--- src/rtl/sbcr_pkg.sv ---
package sbcr_pkg;

  // default geometry
  localparam int DEF_NUM_BANDS = 16;
  localparam int DEF_NUM_ROWS  = 16;

  // input action codes
  localparam logic [1:0] ACT_BAND  = 2'd0;
  localparam logic [1:0] ACT_FRAME = 2'd1;
  localparam logic [1:0] ACT_TICK  = 2'd2;

  // display modes
  localparam logic [1:0] MODE_RAINBOW  = 2'd0;
  localparam logic [1:0] MODE_GRADIENT = 2'd1;
  localparam logic [1:0] MODE_HUEROW   = 2'd2;
  localparam logic [1:0] MODE_DOT      = 2'd3;

  // register indexes
  localparam logic [1:0] CFG_MODE  = 2'd0;
  localparam logic [1:0] CFG_DECAY = 2'd1;
  localparam logic [1:0] CFG_COLOR = 2'd2;

  // register reset values
  localparam logic [1:0]  RST_MODE  = MODE_RAINBOW;
  localparam logic [15:0] RST_DECAY = 16'd70;
  localparam logic [15:0] RST_COLOR = 16'd10;

  // hue step between rows in the per-row hue mode
  localparam logic [15:0] ROW_HUE_STEP = 16'd20;

  typedef struct packed {
    logic [7:0] red;
    logic [7:0] green;
    logic [7:0] blue;
  } rgb_t;

  // controller -> datapath
  typedef struct packed {
    logic accept;  // input word taken this cycle
    logic peak;    // update held peak of the latched band
    logic mod_a;   // hue mod 360: subtract estimated multiple
    logic mod_b;   // hue mod 360: final correction, row counter cleared
    logic emit;    // load one pixel into the output register
    logic sweep;   // one step of the peak decay sweep
  } cmd_t;

  // datapath -> controller
  typedef struct packed {
    logic band_go;    // pending input is a band level in range
    logic decay_go;   // pending input is a frame end with decay due
    logic slot_free;  // output register can take a pixel
    logic row_last;   // current row is the bottom one
    logic sweep_done; // last sweep step
  } sts_t;

  // HSV to RGB at saturation and value 100, hue already reduced mod 360
  function automatic rgb_t hue_rgb(input logic [8:0] m);
    logic [2:0]  sec;
    logic [8:0]  base;
    logic [5:0]  rem;
    logic [8:0]  x_up;
    logic [8:0]  x_dn;
    logic [16:0] p_up;
    logic [16:0] p_dn;
    logic [7:0]  rise;
    logic [7:0]  fall;
    rgb_t        c;
    if (m >= 9'd300) begin
      sec = 3'd5; base = 9'd300;
    end else if (m >= 9'd240) begin
      sec = 3'd4; base = 9'd240;
    end else if (m >= 9'd180) begin
      sec = 3'd3; base = 9'd180;
    end else if (m >= 9'd120) begin
      sec = 3'd2; base = 9'd120;
    end else if (m >= 9'd60) begin
      sec = 3'd1; base = 9'd60;
    end else begin
      sec = 3'd0; base = 9'd0;
    end
    rem  = 6'(m - base);
    // 100*r/60 = 5*r/3; divide by 3 as *171 >> 9 (exact below 512)
    x_up = 9'(9'(rem) * 9'd5);
    x_dn = 9'(9'(7'd60 - 7'(rem)) * 9'd5);
    p_up = 17'(x_up) * 17'd171;
    p_dn = 17'(x_dn) * 17'd171;
    rise = 8'(p_up >> 9);
    fall = 8'(p_dn >> 9);
    case (sec)
      3'd0:    c = '{red: 8'd100, green: rise,   blue: 8'd0};
      3'd1:    c = '{red: fall,   green: 8'd100, blue: 8'd0};
      3'd2:    c = '{red: 8'd0,   green: 8'd100, blue: rise};
      3'd3:    c = '{red: 8'd0,   green: fall,   blue: 8'd100};
      3'd4:    c = '{red: rise,   green: 8'd0,   blue: 8'd100};
      default: c = '{red: 8'd100, green: 8'd0,   blue: fall};
    endcase
    return c;
  endfunction

endpackage

--- src/rtl/spectrum_bar_column_renderer.sv ---
// Spectrum bar column renderer with peak hold.
// Input channel (in_*): one word per action. A band level word clamps the
// level to the row count, raises that band's held peak and renders the band's
// screen column as NUM_ROWS pixel words, top row first, out_last on the
// bottom row. A frame end word steps all held peaks down and advances the hue
// phase when their intervals have elapsed; a tick word advances the
// millisecond count. Only band words produce output.
// Config channel (cfg_*): always ready; index 0 mode, 1 decay interval,
// 2 color interval; other indexes are dropped.
// Sequence: a taken band word passes the PEAK, MODA and MODB states, then
// pixels leave one per cycle while out_ready allows. A frame end with decay
// due walks the peak memory in the SWEEP state. Tick and other frame end
// words are taken without leaving idle.
// Output stall: the pixel register holds its word until out_ready; rendering
// pauses meanwhile. in_ready rises as soon as the last pixel is loaded.
// Reset: peaks, time marks and hue phase clear; registers return to mode 0,
// decay 70 ms, color 10 ms. No clearing pass is needed.
module spectrum_bar_column_renderer
  import sbcr_pkg::*;
#(
  parameter int NUM_BANDS = DEF_NUM_BANDS,
  parameter int NUM_ROWS  = DEF_NUM_ROWS
) (
  input  logic        clk,
  input  logic        rst_n,
  input  logic        in_valid,
  output logic        in_ready,
  input  logic [1:0]  in_action,
  input  logic [5:0]  in_band_index,
  input  logic [7:0]  in_band_level,
  output logic        out_valid,
  input  logic        out_ready,
  output logic [5:0]  out_column,
  output logic [5:0]  out_row,
  output logic [7:0]  out_red,
  output logic [7:0]  out_green,
  output logic [7:0]  out_blue,
  output logic        out_last,
  input  logic        cfg_valid,
  output logic        cfg_ready,
  input  logic [1:0]  cfg_index,
  input  logic [15:0] cfg_data
);

  cmd_t cmd;
  sts_t sts;

  assign cfg_ready = 1'b1;

  sbcr_ctrl u_ctrl (
    .clk      (clk),
    .rst_n    (rst_n),
    .in_valid (in_valid),
    .in_ready (in_ready),
    .sts      (sts),
    .cmd      (cmd)
  );

  sbcr_dpath #(
    .NUM_BANDS (NUM_BANDS),
    .NUM_ROWS  (NUM_ROWS)
  ) u_dpath (
    .clk           (clk),
    .rst_n         (rst_n),
    .cmd           (cmd),
    .sts           (sts),
    .in_action     (in_action),
    .in_band_index (in_band_index),
    .in_band_level (in_band_level),
    .cfg_we        (cfg_valid && cfg_ready),
    .cfg_index     (cfg_index),
    .cfg_data      (cfg_data),
    .out_valid     (out_valid),
    .out_ready     (out_ready),
    .out_column    (out_column),
    .out_row       (out_row),
    .out_red       (out_red),
    .out_green     (out_green),
    .out_blue      (out_blue),
    .out_last      (out_last)
  );

endmodule

--- src/rtl/sbcr_ctrl.sv ---
module sbcr_ctrl
  import sbcr_pkg::*;
(
  input  logic clk,
  input  logic rst_n,
  input  logic in_valid,
  output logic in_ready,
  input  sts_t sts,
  output cmd_t cmd
);

  localparam logic [2:0] S_IDLE  = 3'd0;
  localparam logic [2:0] S_PEAK  = 3'd1;
  localparam logic [2:0] S_MODA  = 3'd2;
  localparam logic [2:0] S_MODB  = 3'd3;
  localparam logic [2:0] S_EMIT  = 3'd4;
  localparam logic [2:0] S_SWEEP = 3'd5;

  logic [2:0] state_r;
  logic [2:0] state_nxt;

  assign in_ready = (state_r == S_IDLE);

  // commands
  always_comb begin
    cmd        = '0;
    cmd.accept = in_valid && in_ready;
    cmd.peak   = (state_r == S_PEAK);
    cmd.mod_a  = (state_r == S_MODA);
    cmd.mod_b  = (state_r == S_MODB);
    cmd.emit   = (state_r == S_EMIT) && sts.slot_free;
    cmd.sweep  = (state_r == S_SWEEP);
  end

  // next state
  always_comb begin
    state_nxt = state_r;
    case (state_r)
      S_IDLE: begin
        if (cmd.accept && sts.band_go) begin
          state_nxt = S_PEAK;
        end else if (cmd.accept && sts.decay_go) begin
          state_nxt = S_SWEEP;
        end
      end
      S_PEAK:  state_nxt = S_MODA;
      S_MODA:  state_nxt = S_MODB;
      S_MODB:  state_nxt = S_EMIT;
      S_EMIT: begin
        if (cmd.emit && sts.row_last) begin
          state_nxt = S_IDLE;
        end
      end
      S_SWEEP: begin
        if (sts.sweep_done) begin
          state_nxt = S_IDLE;
        end
      end
      default: state_nxt = S_IDLE;
    endcase
  end

  always_ff @(posedge clk) begin
    if (!rst_n) begin
      state_r <= S_IDLE;
    end else begin
      state_r <= state_nxt;
    end
  end

endmodule

--- src/rtl/sbcr_dpath.sv ---
module sbcr_dpath
  import sbcr_pkg::*;
#(
  parameter int NUM_BANDS = DEF_NUM_BANDS,
  parameter int NUM_ROWS  = DEF_NUM_ROWS
) (
  input  logic        clk,
  input  logic        rst_n,
  input  cmd_t        cmd,
  output sts_t        sts,
  input  logic [1:0]  in_action,
  input  logic [5:0]  in_band_index,
  input  logic [7:0]  in_band_level,
  input  logic        cfg_we,
  input  logic [1:0]  cfg_index,
  input  logic [15:0] cfg_data,
  output logic        out_valid,
  input  logic        out_ready,
  output logic [5:0]  out_column,
  output logic [5:0]  out_row,
  output logic [7:0]  out_red,
  output logic [7:0]  out_green,
  output logic [7:0]  out_blue,
  output logic        out_last
);

  localparam int BAW = (NUM_BANDS > 1) ? $clog2(NUM_BANDS) : 1;
  localparam int RW  = $clog2(NUM_ROWS);
  localparam logic [RW-1:0]  ROW_MAX   = RW'(NUM_ROWS - 1);
  localparam logic [6:0]     LVL_MAX   = 7'(NUM_ROWS);
  localparam logic [15:0]    ROW_HUE0  = 16'((NUM_ROWS - 1) * 20);
  localparam logic [BAW:0]   SW_END    = (BAW + 1)'(NUM_BANDS);

  // constant tables: band base hue and gradient level
  logic [8:0] band_hue [NUM_BANDS];
  logic [7:0] grad_t   [NUM_ROWS];

  for (genvar g = 0; g < NUM_BANDS; g++) begin : g_bhue
    assign band_hue[g] = 9'((g * 360) / NUM_BANDS);
  end
  for (genvar g = 0; g < NUM_ROWS; g++) begin : g_grad
    assign grad_t[g] = 8'((g * 255) / (NUM_ROWS - 1));
  end

  // configuration and timing state
  logic [1:0]  mode_r;
  logic [15:0] decay_int_r;
  logic [15:0] color_int_r;
  logic [31:0] now_ms_r;
  logic [31:0] last_decay_r;
  logic [31:0] last_color_r;
  logic [15:0] phase_r;

  // held peak store
  logic [6:0]         pk_mem [NUM_BANDS];
  logic [NUM_BANDS-1:0] pk_vld_r;
  logic [6:0]         rd_data_r;
  logic               rd_vld_r;
  logic [BAW-1:0]     rd_addr;
  logic               wr_en;
  logic [BAW-1:0]     wr_addr;
  logic [6:0]         wr_data;
  logic [6:0]         rd_peak;

  // column state
  logic [BAW-1:0] band_r;
  logic [6:0]     level_r;
  logic [6:0]     peak_r;
  logic [15:0]    h_r;
  logic [15:0]    h_nxt;
  logic [29:0]    prod_r;
  logic [9:0]     mest_r;
  logic [8:0]     m_r;
  logic [8:0]     m_nxt;
  logic [RW-1:0]  row_r;
  logic [BAW:0]   sw_cnt_r;
  logic [BAW-1:0] sw_prev_r;
  logic           out_valid_r;

  logic        is_band;
  logic        decay_fire;
  logic        color_fire;
  logic [6:0]  lvl_clamp;
  logic [6:0]  pk_new;
  logic [7:0]  q_est;
  logic [RW-1:0] y;
  logic        in_bar;
  logic        on_peak;
  rgb_t        bar_c;
  rgb_t        px;
  logic [7:0]  dot_g;

  // input decode
  assign is_band    = (in_action == ACT_BAND) && (7'(in_band_index) < 7'(NUM_BANDS));
  assign decay_fire = (32'(now_ms_r - last_decay_r) >= 32'(decay_int_r));
  assign color_fire = (32'(now_ms_r - last_color_r) >= 32'(color_int_r));
  assign lvl_clamp  = (in_band_level > 8'(LVL_MAX)) ? LVL_MAX : in_band_level[6:0];

  assign sts.band_go    = is_band;
  assign sts.decay_go   = (in_action == ACT_FRAME) && decay_fire;
  assign sts.slot_free  = !out_valid_r || out_ready;
  assign sts.row_last   = (row_r == ROW_MAX);
  assign sts.sweep_done = (sw_cnt_r == SW_END);

  // configuration writes
  always_ff @(posedge clk) begin
    if (!rst_n) begin
      mode_r      <= RST_MODE;
      decay_int_r <= RST_DECAY;
      color_int_r <= RST_COLOR;
    end else if (cfg_we) begin
      case (cfg_index)
        CFG_MODE:  mode_r      <= cfg_data[1:0];
        CFG_DECAY: decay_int_r <= cfg_data;
        CFG_COLOR: color_int_r <= cfg_data;
        default: ;
      endcase
    end
  end

  // millisecond clock, interval marks and hue phase
  always_ff @(posedge clk) begin
    if (!rst_n) begin
      now_ms_r     <= '0;
      last_decay_r <= '0;
      last_color_r <= '0;
      phase_r      <= '0;
    end else if (cmd.accept) begin
      if (in_action == ACT_TICK) begin
        now_ms_r <= now_ms_r + 32'd1;
      end
      if (in_action == ACT_FRAME) begin
        if (decay_fire) begin
          last_decay_r <= now_ms_r;
        end
        if (color_fire) begin
          last_color_r <= now_ms_r;
          phase_r      <= phase_r + 16'd1;
        end
      end
    end
  end

  // peak store ports: sweep address during the decay sweep, band index otherwise
  assign rd_addr = cmd.sweep ? sw_cnt_r[BAW-1:0] : in_band_index[BAW-1:0];
  assign rd_peak = rd_vld_r ? rd_data_r : 7'd0;
  assign pk_new  = (level_r > rd_peak) ? level_r : rd_peak;

  always_comb begin
    wr_en   = 1'b0;
    wr_addr = band_r;
    wr_data = pk_new;
    if (cmd.peak) begin
      wr_en = 1'b1;
    end else if (cmd.sweep && (sw_cnt_r != '0) && (rd_peak != 7'd0)) begin
      wr_en   = 1'b1;
      wr_addr = sw_prev_r;
      wr_data = rd_peak - 7'd1;
    end
  end

  always_ff @(posedge clk) begin
    rd_data_r <= pk_mem[rd_addr];
    if (wr_en) begin
      pk_mem[wr_addr] <= wr_data;
    end
  end

  always_ff @(posedge clk) begin
    if (!rst_n) begin
      pk_vld_r <= '0;
      rd_vld_r <= 1'b0;
    end else begin
      rd_vld_r <= pk_vld_r[rd_addr];
      if (wr_en) begin
        pk_vld_r[wr_addr] <= 1'b1;
      end
    end
  end

  // sweep counter
  always_ff @(posedge clk) begin
    if (!rst_n) begin
      sw_cnt_r <= '0;
    end else if (cmd.accept) begin
      sw_cnt_r <= '0;
    end else if (cmd.sweep) begin
      sw_cnt_r <= sw_cnt_r + 1'b1;
    end
  end

  always_ff @(posedge clk) begin
    sw_prev_r <= sw_cnt_r[BAW-1:0];
  end

  // per-row hue walk: step back 20, a 16-bit wrap shifts mod 360 by 16
  always_comb begin
    h_nxt = h_r - ROW_HUE_STEP;
    if (h_r >= ROW_HUE_STEP) begin
      m_nxt = (m_r >= 9'd20) ? (m_r - 9'd20) : (m_r + 9'd340);
    end else begin
      m_nxt = (m_r >= 9'd4) ? (m_r - 9'd4) : (m_r + 9'd356);
    end
  end

  // hue mod 360 via reciprocal 11650 / 2^22, at most one correction
  assign q_est = prod_r[29:22];

  always_ff @(posedge clk) begin
    if (cmd.accept && is_band) begin
      band_r  <= in_band_index[BAW-1:0];
      level_r <= lvl_clamp;
      h_r     <= (mode_r == MODE_HUEROW) ? (phase_r + ROW_HUE0)
                                         : (16'(band_hue[in_band_index[BAW-1:0]]) + phase_r);
    end else if (cmd.emit && (mode_r == MODE_HUEROW)) begin
      h_r <= h_nxt;
    end
    if (cmd.peak) begin
      peak_r <= pk_new;
      prod_r <= 30'(h_r) * 30'd11650;
    end
    if (cmd.mod_a) begin
      mest_r <= 10'(17'(h_r) - 17'(q_est) * 17'd360);
    end
    if (cmd.mod_b) begin
      m_r <= (mest_r >= 10'd360) ? 9'(mest_r - 10'd360) : mest_r[8:0];
    end else if (cmd.emit && (mode_r == MODE_HUEROW)) begin
      m_r <= m_nxt;
    end
  end

  // row counter
  always_ff @(posedge clk) begin
    if (!rst_n) begin
      row_r <= '0;
    end else if (cmd.mod_b) begin
      row_r <= '0;
    end else if (cmd.emit) begin
      row_r <= row_r + 1'b1;
    end
  end

  // pixel colour of the current row
  assign y       = ROW_MAX - row_r;
  assign in_bar  = (7'(y) < level_r);
  assign on_peak = (7'(y) == peak_r);
  assign bar_c   = hue_rgb(m_r);
  assign dot_g   = 8'd255 - 8'(12'(peak_r) * 12'd20);

  always_comb begin
    px = '0;
    case (mode_r)
      MODE_RAINBOW: begin
        if (in_bar) px = bar_c;
        if (on_peak) px = '{red: 8'd150, green: 8'd150, blue: 8'd150};
      end
      MODE_GRADIENT: begin
        if (in_bar) px = '{red: grad_t[y], green: 8'd255 - grad_t[y], blue: 8'd100};
        if (on_peak) px = '{red: 8'd150, green: 8'd150, blue: 8'd150};
      end
      MODE_HUEROW: begin
        if (in_bar) px = bar_c;
      end
      default: begin
        if (on_peak) px = '{red: 8'd255, green: dot_g, blue: 8'd0};
      end
    endcase
  end

  // output register
  always_ff @(posedge clk) begin
    if (!rst_n) begin
      out_valid_r <= 1'b0;
    end else if (cmd.emit) begin
      out_valid_r <= 1'b1;
    end else if (out_ready) begin
      out_valid_r <= 1'b0;
    end
  end

  always_ff @(posedge clk) begin
    if (cmd.emit) begin
      out_column <= 6'(NUM_BANDS - 1) - 6'(band_r);
      out_row    <= 6'(row_r);
      out_red    <= px.red;
      out_green  <= px.green;
      out_blue   <= px.blue;
      out_last   <= (row_r == ROW_MAX);
    end
  end

  assign out_valid = out_valid_r;

endmodule

--- config.mk ---
export PLATFORM = sky130hd
export DESIGN_NAME = spectrum_bar_column_renderer
export DESIGN_NICKNAME = d
export VERILOG_FILES = /design/src/rtl/sbcr_pkg.sv /design/src/rtl/spectrum_bar_column_renderer.sv /design/src/rtl/sbcr_ctrl.sv /design/src/rtl/sbcr_dpath.sv
export SDC_FILE = /design/constraint.sdc
export NUM_CORES = 1
export LEC_CHECK = 0
export ABC_AREA = 1
export BUFFER_PORTS_ARGS = -buffer_cell sky130_fd_sc_hd__buf_2
export CELL_PAD_IN_SITES_DETAIL_PLACEMENT = 2
export CELL_PAD_IN_SITES_GLOBAL_PLACEMENT = 2
export CORE_MARGIN = 8
export CORE_UTILIZATION = 38
export DETAILED_ROUTE_END_ITERATION = 8
export PLACE_DENSITY_LB_ADDON = 0.08
export SLEW_MARGIN = 10
export SYNTH_ARGS = -nofsm -noshare
export SYNTH_HDL_FRONTEND = slang
export SYNTH_HIERARCHICAL = 1
export SYNTH_SLANG_ARGS = --single-unit
--- constraint.sdc ---
create_clock -name clk -period 9 [get_ports clk]
set_input_delay 2.7 -clock clk [delete_from_list [all_inputs] [get_ports clk]]
set_output_delay 2.7 -clock clk [all_outputs]
set_load 0.02 [all_outputs]
==> results.py, run 1 <==
metrics = {
    "routing": {
        "vias_per_cell": 5.24,
        "wl_um": 104000,
        "vias": 27400,
        "drc": 0,
        "drt-pass1-iter-count": 8,
        "postRouteAntennaNets": 0,
        "wl_per_cell_um": 19.9,
        "initialDrtViolationCount": 1034,
    },
    "die": {
        "coreArea_um2": 80300,
        "die_w_um": 300,
        "start_util": 0.382,
        "die_y_um": 300,
        "pin_count": 79,
        "rows": 104,
        "die_area_um2": 90100,
    },
    "critical_path": {
        "crit_type": "reg -> reg",
        "r2r-end": "u_dpath/out_green[2]",
        "crit_fanout": 8,
        "slowest_delay_ps": 500,
        "cpMaxStageDelayCell": "fa_1",
        "critical_path_arrival_ps": 8670,
        "worst-r2r-cell-count": 34,
        "r2r_start": "u_dpath/m_r[8]",
        "cpMostUsedCell": "ha_1",
        "cp.required_ps": 9330,
        "setup.worst_path.start_class": "flop",
        "cp-end-kind": "flop",
        "rrSetupSlack_ps": 660,
        "critPathLaunch": "u_dpath/m_r[8]",
        "setup.worst_path.end": "u_dpath/out_green[2]",
    },
    "sta": {
        "fmaxAchievable_mhz": 120,
        "finalMaxSlewViolations": 0,
        "finClkSkew_ps": 52.2,
        "fin_tns_setup_ps": 0,
        "slew_headroom": 0.249,
        "hold_violations": 0,
        "worst_pin_slew_ps": 1120,
        "period_minus_slack_ps": 8340,
        "period_share": 0.927,
        "finalSetupViolCount": 0,
        "rsz0062_at_grt": "true",
    },
    "synthesis": {
        "seq_area_frac_synth": 0.323,
        "ys_async_sr_fraction": 0,
        "synth_cells": 4061,
        "yosys.area.top_type": "edfxtp_1",
        "syn_area_um2": 30700,
        "synth_top_flop_cell": "edfxtp_1",
        "synth_top_cell_area_share": 0.201,
        "synthDistinctLibCells": 59,
        "yosysWarnings": 6,
        "synth_edf_count": 205,
        "syn_area_per_cell_um2": 7.55,
        "synth_seq_cells": 392,
        "synth.area.top_cells": "edfxtp_1, ha_1, dfxtp_1",
    },
    "clocking": {
        "cts_hold_buf": 0,
        "cts_buffers": 48,
        "tritoncts": "built",
        "cts.sinks": 392,
        "root_buffer": "clkbuf_16",
        "clk_pin_slew_ps": 60,
        "cts_buffer_depth": 3,
        "htreeDepth": 2,
        "clock_latency_ps": 620,
    },
    "final_layout": {
        "final_cell_mix": "nand2_1, inv_1, nor2_1, ha_1, a21oi_1",
        "stdcell_count": 5220,
        "diodes": 0,
        "seqCellArea_um2": 9900,
        "fin_nets": 4593,
        "multi_input_area_um2": 17700,
        "area_growth_pct": 10.5,
        "final_common_cell": "nand2_1",
        "fillerInstances": 9423,
        "drive_gt1_frac": 0.0519,
    },
    "placed_design": {
        "gp_congestion": 0.842,
        "dp_cells": 5129,
        "dp_hpwl_um": 82200,
        "io_buffers": 73,
    },
    "pwr": {
        "ir_drop_uv": 461,
        "leakage_nw": 16.1,
        "powerDensity_nw_per_um2": 426,
    },
    "global_routing": {
        "track_usage": 0.227,
        "grt_overflow": 0,
        "grt_start_max_net_pins": 93,
        "grt_pass1_wl_um": 166000,
        "grt_pass1_vias": 30400,
        "antenna_found_initial": 4,
    },
    "min_path": {
        "hp-start": "u_dpath/sw_cnt_r[3]",
        "min_path_type": "reg -> reg",
    },
    "status": {
        "outcome": "finished, final reports clean",
    },
    "job": {
        "drv_cap": 0,
    },
}
through the flow:
stage | util | power [W] | area, µm² | setup slack, ps | hold WS [ps]
2_1_floorplan | - | 0.00925 | 30700 | 1730 | 363
3_3_place_gp | 0.400 | 0.0119 | 32100 | 681 | 386
3_5_place_dp | 0.400 | 0.0123 | 32100 | 318 | 387
4_1_cts | 0.422 | 0.0145 | 33800 | 266 | 395
5_1_grt | 0.422 | 0.0159 | 33900 | -15.4 | 407
6_report | 0.422 | 0.0144 | 33900 | 657 | 402
layout make-up:
cell class	count	area share
multi-input combinational	2864	0.523
sequential	392	0.292
inverter	718	0.0795
clock buffer	69	0.0408
tap	1060	0.0391
timing repair buffer	96	0.0160
clock inverter	21	0.00938
critical path: cells and delay by family (launching register included):
kind / cells / cell delay [ps]
adder cells (fa/ha/maj): 7 / 2690
AND/OR/NAND/NOR: 11 / 1460
flip-flops: 1 / 430
AO/OA/AOI/OAI: 10 / 2260
buffers and inverters: 4 / 600
XOR/XNOR: 2 / 630
layer usage:
layer | GRT usage | wire, µm | vias up
met5 | 0 | 0 | -
met4 | 0.0581 | 2340 | 0
met3 | 0.0216 | 2510 | 134
met2 | 0.416 | 52100 | 330
met1 | 0.285 | 47100 | 13600
li1 | - | - | 13300
Yosys cell counts, types with 10 or more instances:
cell type and instances:
o22ai_1 25, dfxtp_1 187, inv_1 708, o221ai_1 19, clkbuf_1 64, nor4_1 18, ha_1 348, fa_1 86
o211ai_1 34, a31oi_1 16, nand4_1 34, nor2_1 434, xnor2_1 25, buf_2 10, xor2_1 101, buf_4 11
o21bai_1 10, edfxtp_1 205, nand3_1 229, o21ai_0 205, nand3b_1 11, nand2_1 853, a21oi_1 252, nor3_1 63
o21a_1 13
registers in the layout, summed over array words and instances (netlist names), 8 cells and up:
name,flops
u_dpath/color_int_r,16
u_dpath/decay_int_r,16
u_dpath/h_r,16
u_dpath/last_color_r,32
u_dpath/last_decay_r,32
u_dpath/m_r,9
u_dpath/mest_r,10
u_dpath/now_ms_r,32
u_dpath/out_blue,8
u_dpath/out_green,8
u_dpath/out_red,8
u_dpath/phase_r,16
u_dpath/pk_mem,112
u_dpath/pk_vld_r,16
timing repair:
action / in CTS / in global routing
buffers inserted: 0 / 1
gates resized for setup: 0 / 5
setup endpoints to repair: 0 / 22
how the worst min path moves through the flow:
stage | endpoint | cells after the start
finish | u_dpath/sw_prev_r[3] | 0
global placement | u_dpath/sw_prev_r[3] | 0
floorplan | u_dpath/sw_prev_r[3] | 0
detailed placement | u_dpath/sw_prev_r[3] | 0
CTS | u_dpath/sw_prev_r[3] | 0
global route | u_dpath/sw_prev_r[3] | 0
power breakdown:
part	internal (W)	total [W]	switching [W]
registers	0.00225	0.00238	0.000135
clock network	0.00123	0.00208	0.000850
logic	0.00348	0.00997	0.00649
kinds of logic (layout without fill, tap and decap cells):
logic type | after synthesis | in the layout | synth area share
AO/OA/AOI/OAI | 615 | 615 | 0.113
XOR/XNOR | 126 | 126 | 0.0360
buffers and inverters | 810 | 904 | 0.102
other | 2 | 7 | 0.000245
flip-flops | 392 | 392 | 0.323
adder cells (fa/ha/maj) | 434 | 434 | 0.198
AND/OR/NAND/NOR | 1682 | 1682 | 0.228
No activity file was read; power rests on OpenSTA's default activity.
==> run 2, diff against run 1 <==
--- a/config.mk
+++ b/config.mk
@@ -12,6 +12,7 @@
 export CORE_MARGIN = 8
 export CORE_UTILIZATION = 38
 export DETAILED_ROUTE_END_ITERATION = 8
+export GPL_TIMING_DRIVEN = 0
 export PLACE_DENSITY_LB_ADDON = 0.08
 export SLEW_MARGIN = 10
 export SYNTH_ARGS = -nofsm -noshare
==> run 2 against run 1 <==
  * Clock skew is 7.2 ps lower
  * Routed wire length is 7.5% higher
  * Worst setup slack worse by 79 ps
  * Cell count is 1.7% higher
  * Via count is 2.7% higher
  * Power is 1.9% lower
  * Critical path depth is 5 lower
  * Sequential share of layout area is 0.24 points lower
  * Clock power is 8% lower
  * Flip-flop and latch count stayed put
  * Global-route usage is 1.6 points higher
  * Highest routed layer is now met5
==> results.py, run 2 (synthesis results as in run 1) <==
metrics = {
    "job": {
        "drv_cap": 0,
    },
    "sta": {
        "period_minus_slack_ps": 8420,
        "slew_headroom": 0.215,
        "finClkSkew_ps": 44.9,
        "finalMaxSlewViolations": 0,
        "period_share": 0.936,
        "hold_violations": 0,
        "timing.final.ws_setup_ps": 578,
        "worst_pin_slew_ps": 1160,
        "finalSetupViolCount": 0,
        "fmaxAchievable_mhz": 119,
    },
    "routing": {
        "initialDrtViolationCount": 1096,
        "postRouteAntennaNets": 0,
        "drc": 0,
        "vias": 28100,
        "drt-pass1-iter-count": 5,
        "vias_per_cell": 5.30,
        "wl_per_cell_um": 21.1,
        "wl_um": 112000,
    },
    "die": {
        "coreArea_um2": 80300,
        "rows": 104,
        "start_util": 0.382,
        "pin_count": 79,
        "die_area_um2": 90100,
        "die_w_um": 300,
        "die_y_um": 300,
    },
    "critical_path": {
        "setup.worst_path.start_class": "flop",
        "slowest_delay_ps": 550,
        "cp-end-kind": "flop",
        "cpMaxStageDelayCell": "fa_1",
        "cpMostUsedCell": "fa_1",
        "critical_path_arrival_ps": 8740,
        "crit_type": "reg -> reg",
        "crit_fanout": 9,
        "cp.required_ps": 9320,
    },
    "placed_design": {
        "dp_hpwl_um": 89900,
        "gp_congestion": 0.845,
        "io_buffers": 73,
        "place_ws_ps": -352,
    },
    "clocking": {
        "htreeDepth": 2,
        "clock_latency_ps": 630,
        "tritoncts": "built",
        "clk_pin_slew_ps": 60,
        "cts_buffers": 48,
        "cts_buffer_depth": 3,
        "cts.sinks": 392,
        "root_buffer": "clkbuf_16",
    },
    "final_layout": {
        "area_growth_pct": 11.4,
        "diodes": 0,
        "final_util": 0.425,
        "final_common_cell": "nand2_1",
        "drive_gt1_frac": 0.0549,
        "largest_reg_flops": 112,
        "top_register": "u_dpath/pk_mem",
        "fin_nets": 4682,
        "final_cell_mix": "nand2_1, inv_1, nor2_1, ha_1, a21oi_1",
    },
    "pwr": {
        "ir_drop_uv": 512,
        "leakage_nw": 16.2,
        "powerDensity_nw_per_um2": 415,
    },
    "global_routing": {
        "grt_pass1_vias": 30600,
        "grt_start_max_net_pins": 37,
        "antenna_found_initial": 1,
        "grt_pass1_wl_um": 174000,
        "grt_overflow": 0,
        "track_usage": 0.244,
    },
    "min_path": {
        "min_path_type": "reg -> reg",
    },
    "status": {
        "outcome": "finished, final reports clean",
    },
}
==> run 2: cell types whose count changed in the layout (fill, tap and decap cells not counted), moves of 5 or more <==
cell,delta
buf_2,+11
buf_4,+5
buf_6,+6
clkbuf_1,+61
clkbuf_8,-6
clkinv_1,+10
==> run 2: layer usage <==
| layer | vias to the layer above | global-route usage | part of all wire |
|---|---|---|---|
| li1 | 13500 | - | - |
| met1 | 14100 | 0.312 | 0.45 |
| met2 | 397 | 0.432 | 0.49 |
| met3 | 157 | 0.0258 | 0.029 |
| met4 | 2 | 0.0693 | 0.029 |
| met5 | - | 0 | 0.00014 |
==> run 2: final timing paths <==
kind | from | slack, ps | cells past startpoint | end
hold reg to reg | u_dpath/sw_cnt_r[3] | 400 | 0 | u_dpath/sw_prev_r[3]
setup / recovery | u_dpath/m_r[8] | 580 | 29 | u_dpath/out_green[2]
hold / removal | u_dpath/sw_cnt_r[3] | 400 | 0 | u_dpath/sw_prev_r[3]
setup reg to reg | u_dpath/m_r[8] | 580 | 29 | u_dpath/out_green[2]
==> run 2: through the flow <==
stage               TNS [ps]  power (W)  cell area [µm²]  instances  hold slack (ps)
floorplan                  0    0.00925            30700       4066              363
global placement        -161     0.0118            32400       5199              380
detailed placement     -1810     0.0122            32500       5204              385
CTS                        0     0.0142            34000       5292              392
global route           -2.94     0.0156            34200       5307              406
finish                     0     0.0142            34200       5307              396
==> run 2: critical path: cells and delay by family, from the launching register on <==
kind / cells / cell delay (ps)
AOI/OAI and AO/OA: 8 / 1730
adders and majority gates: 8 / 3490
xor gates and xnor gates: 3 / 1060
buffers and inverters: 3 / 370
DFF: 1 / 480
and+or+nand+nor: 7 / 980
==> run 2: cell type report <==
cell class                 instances  area [µm²]
clock buffer                      61        1270
clock inverter                    27         265
sequential                       392        9900
tap                             1060        1330
multi-input combinational       2864       17700
inverter                         718        2700
fill                            9435       46100
timing repair buffer              93         527
buffer                            92         440
==> run 2: repair_timing <==
action	in CTS	in global routing
gates resized for setup	5	6
buffers inserted	0	15
hold buffers	0	0
pin swaps	0	4
endpoints found under the setup margin	12	23
==> run 2: where the power goes <==
part	total [W]	switching (W)	internal [W]
sequential	0.00238	0.000127	0.00225
clock	0.00191	0.000841	0.00107
combinational	0.00987	0.00648	0.00340
total	0.0142	0.00745	0.00671
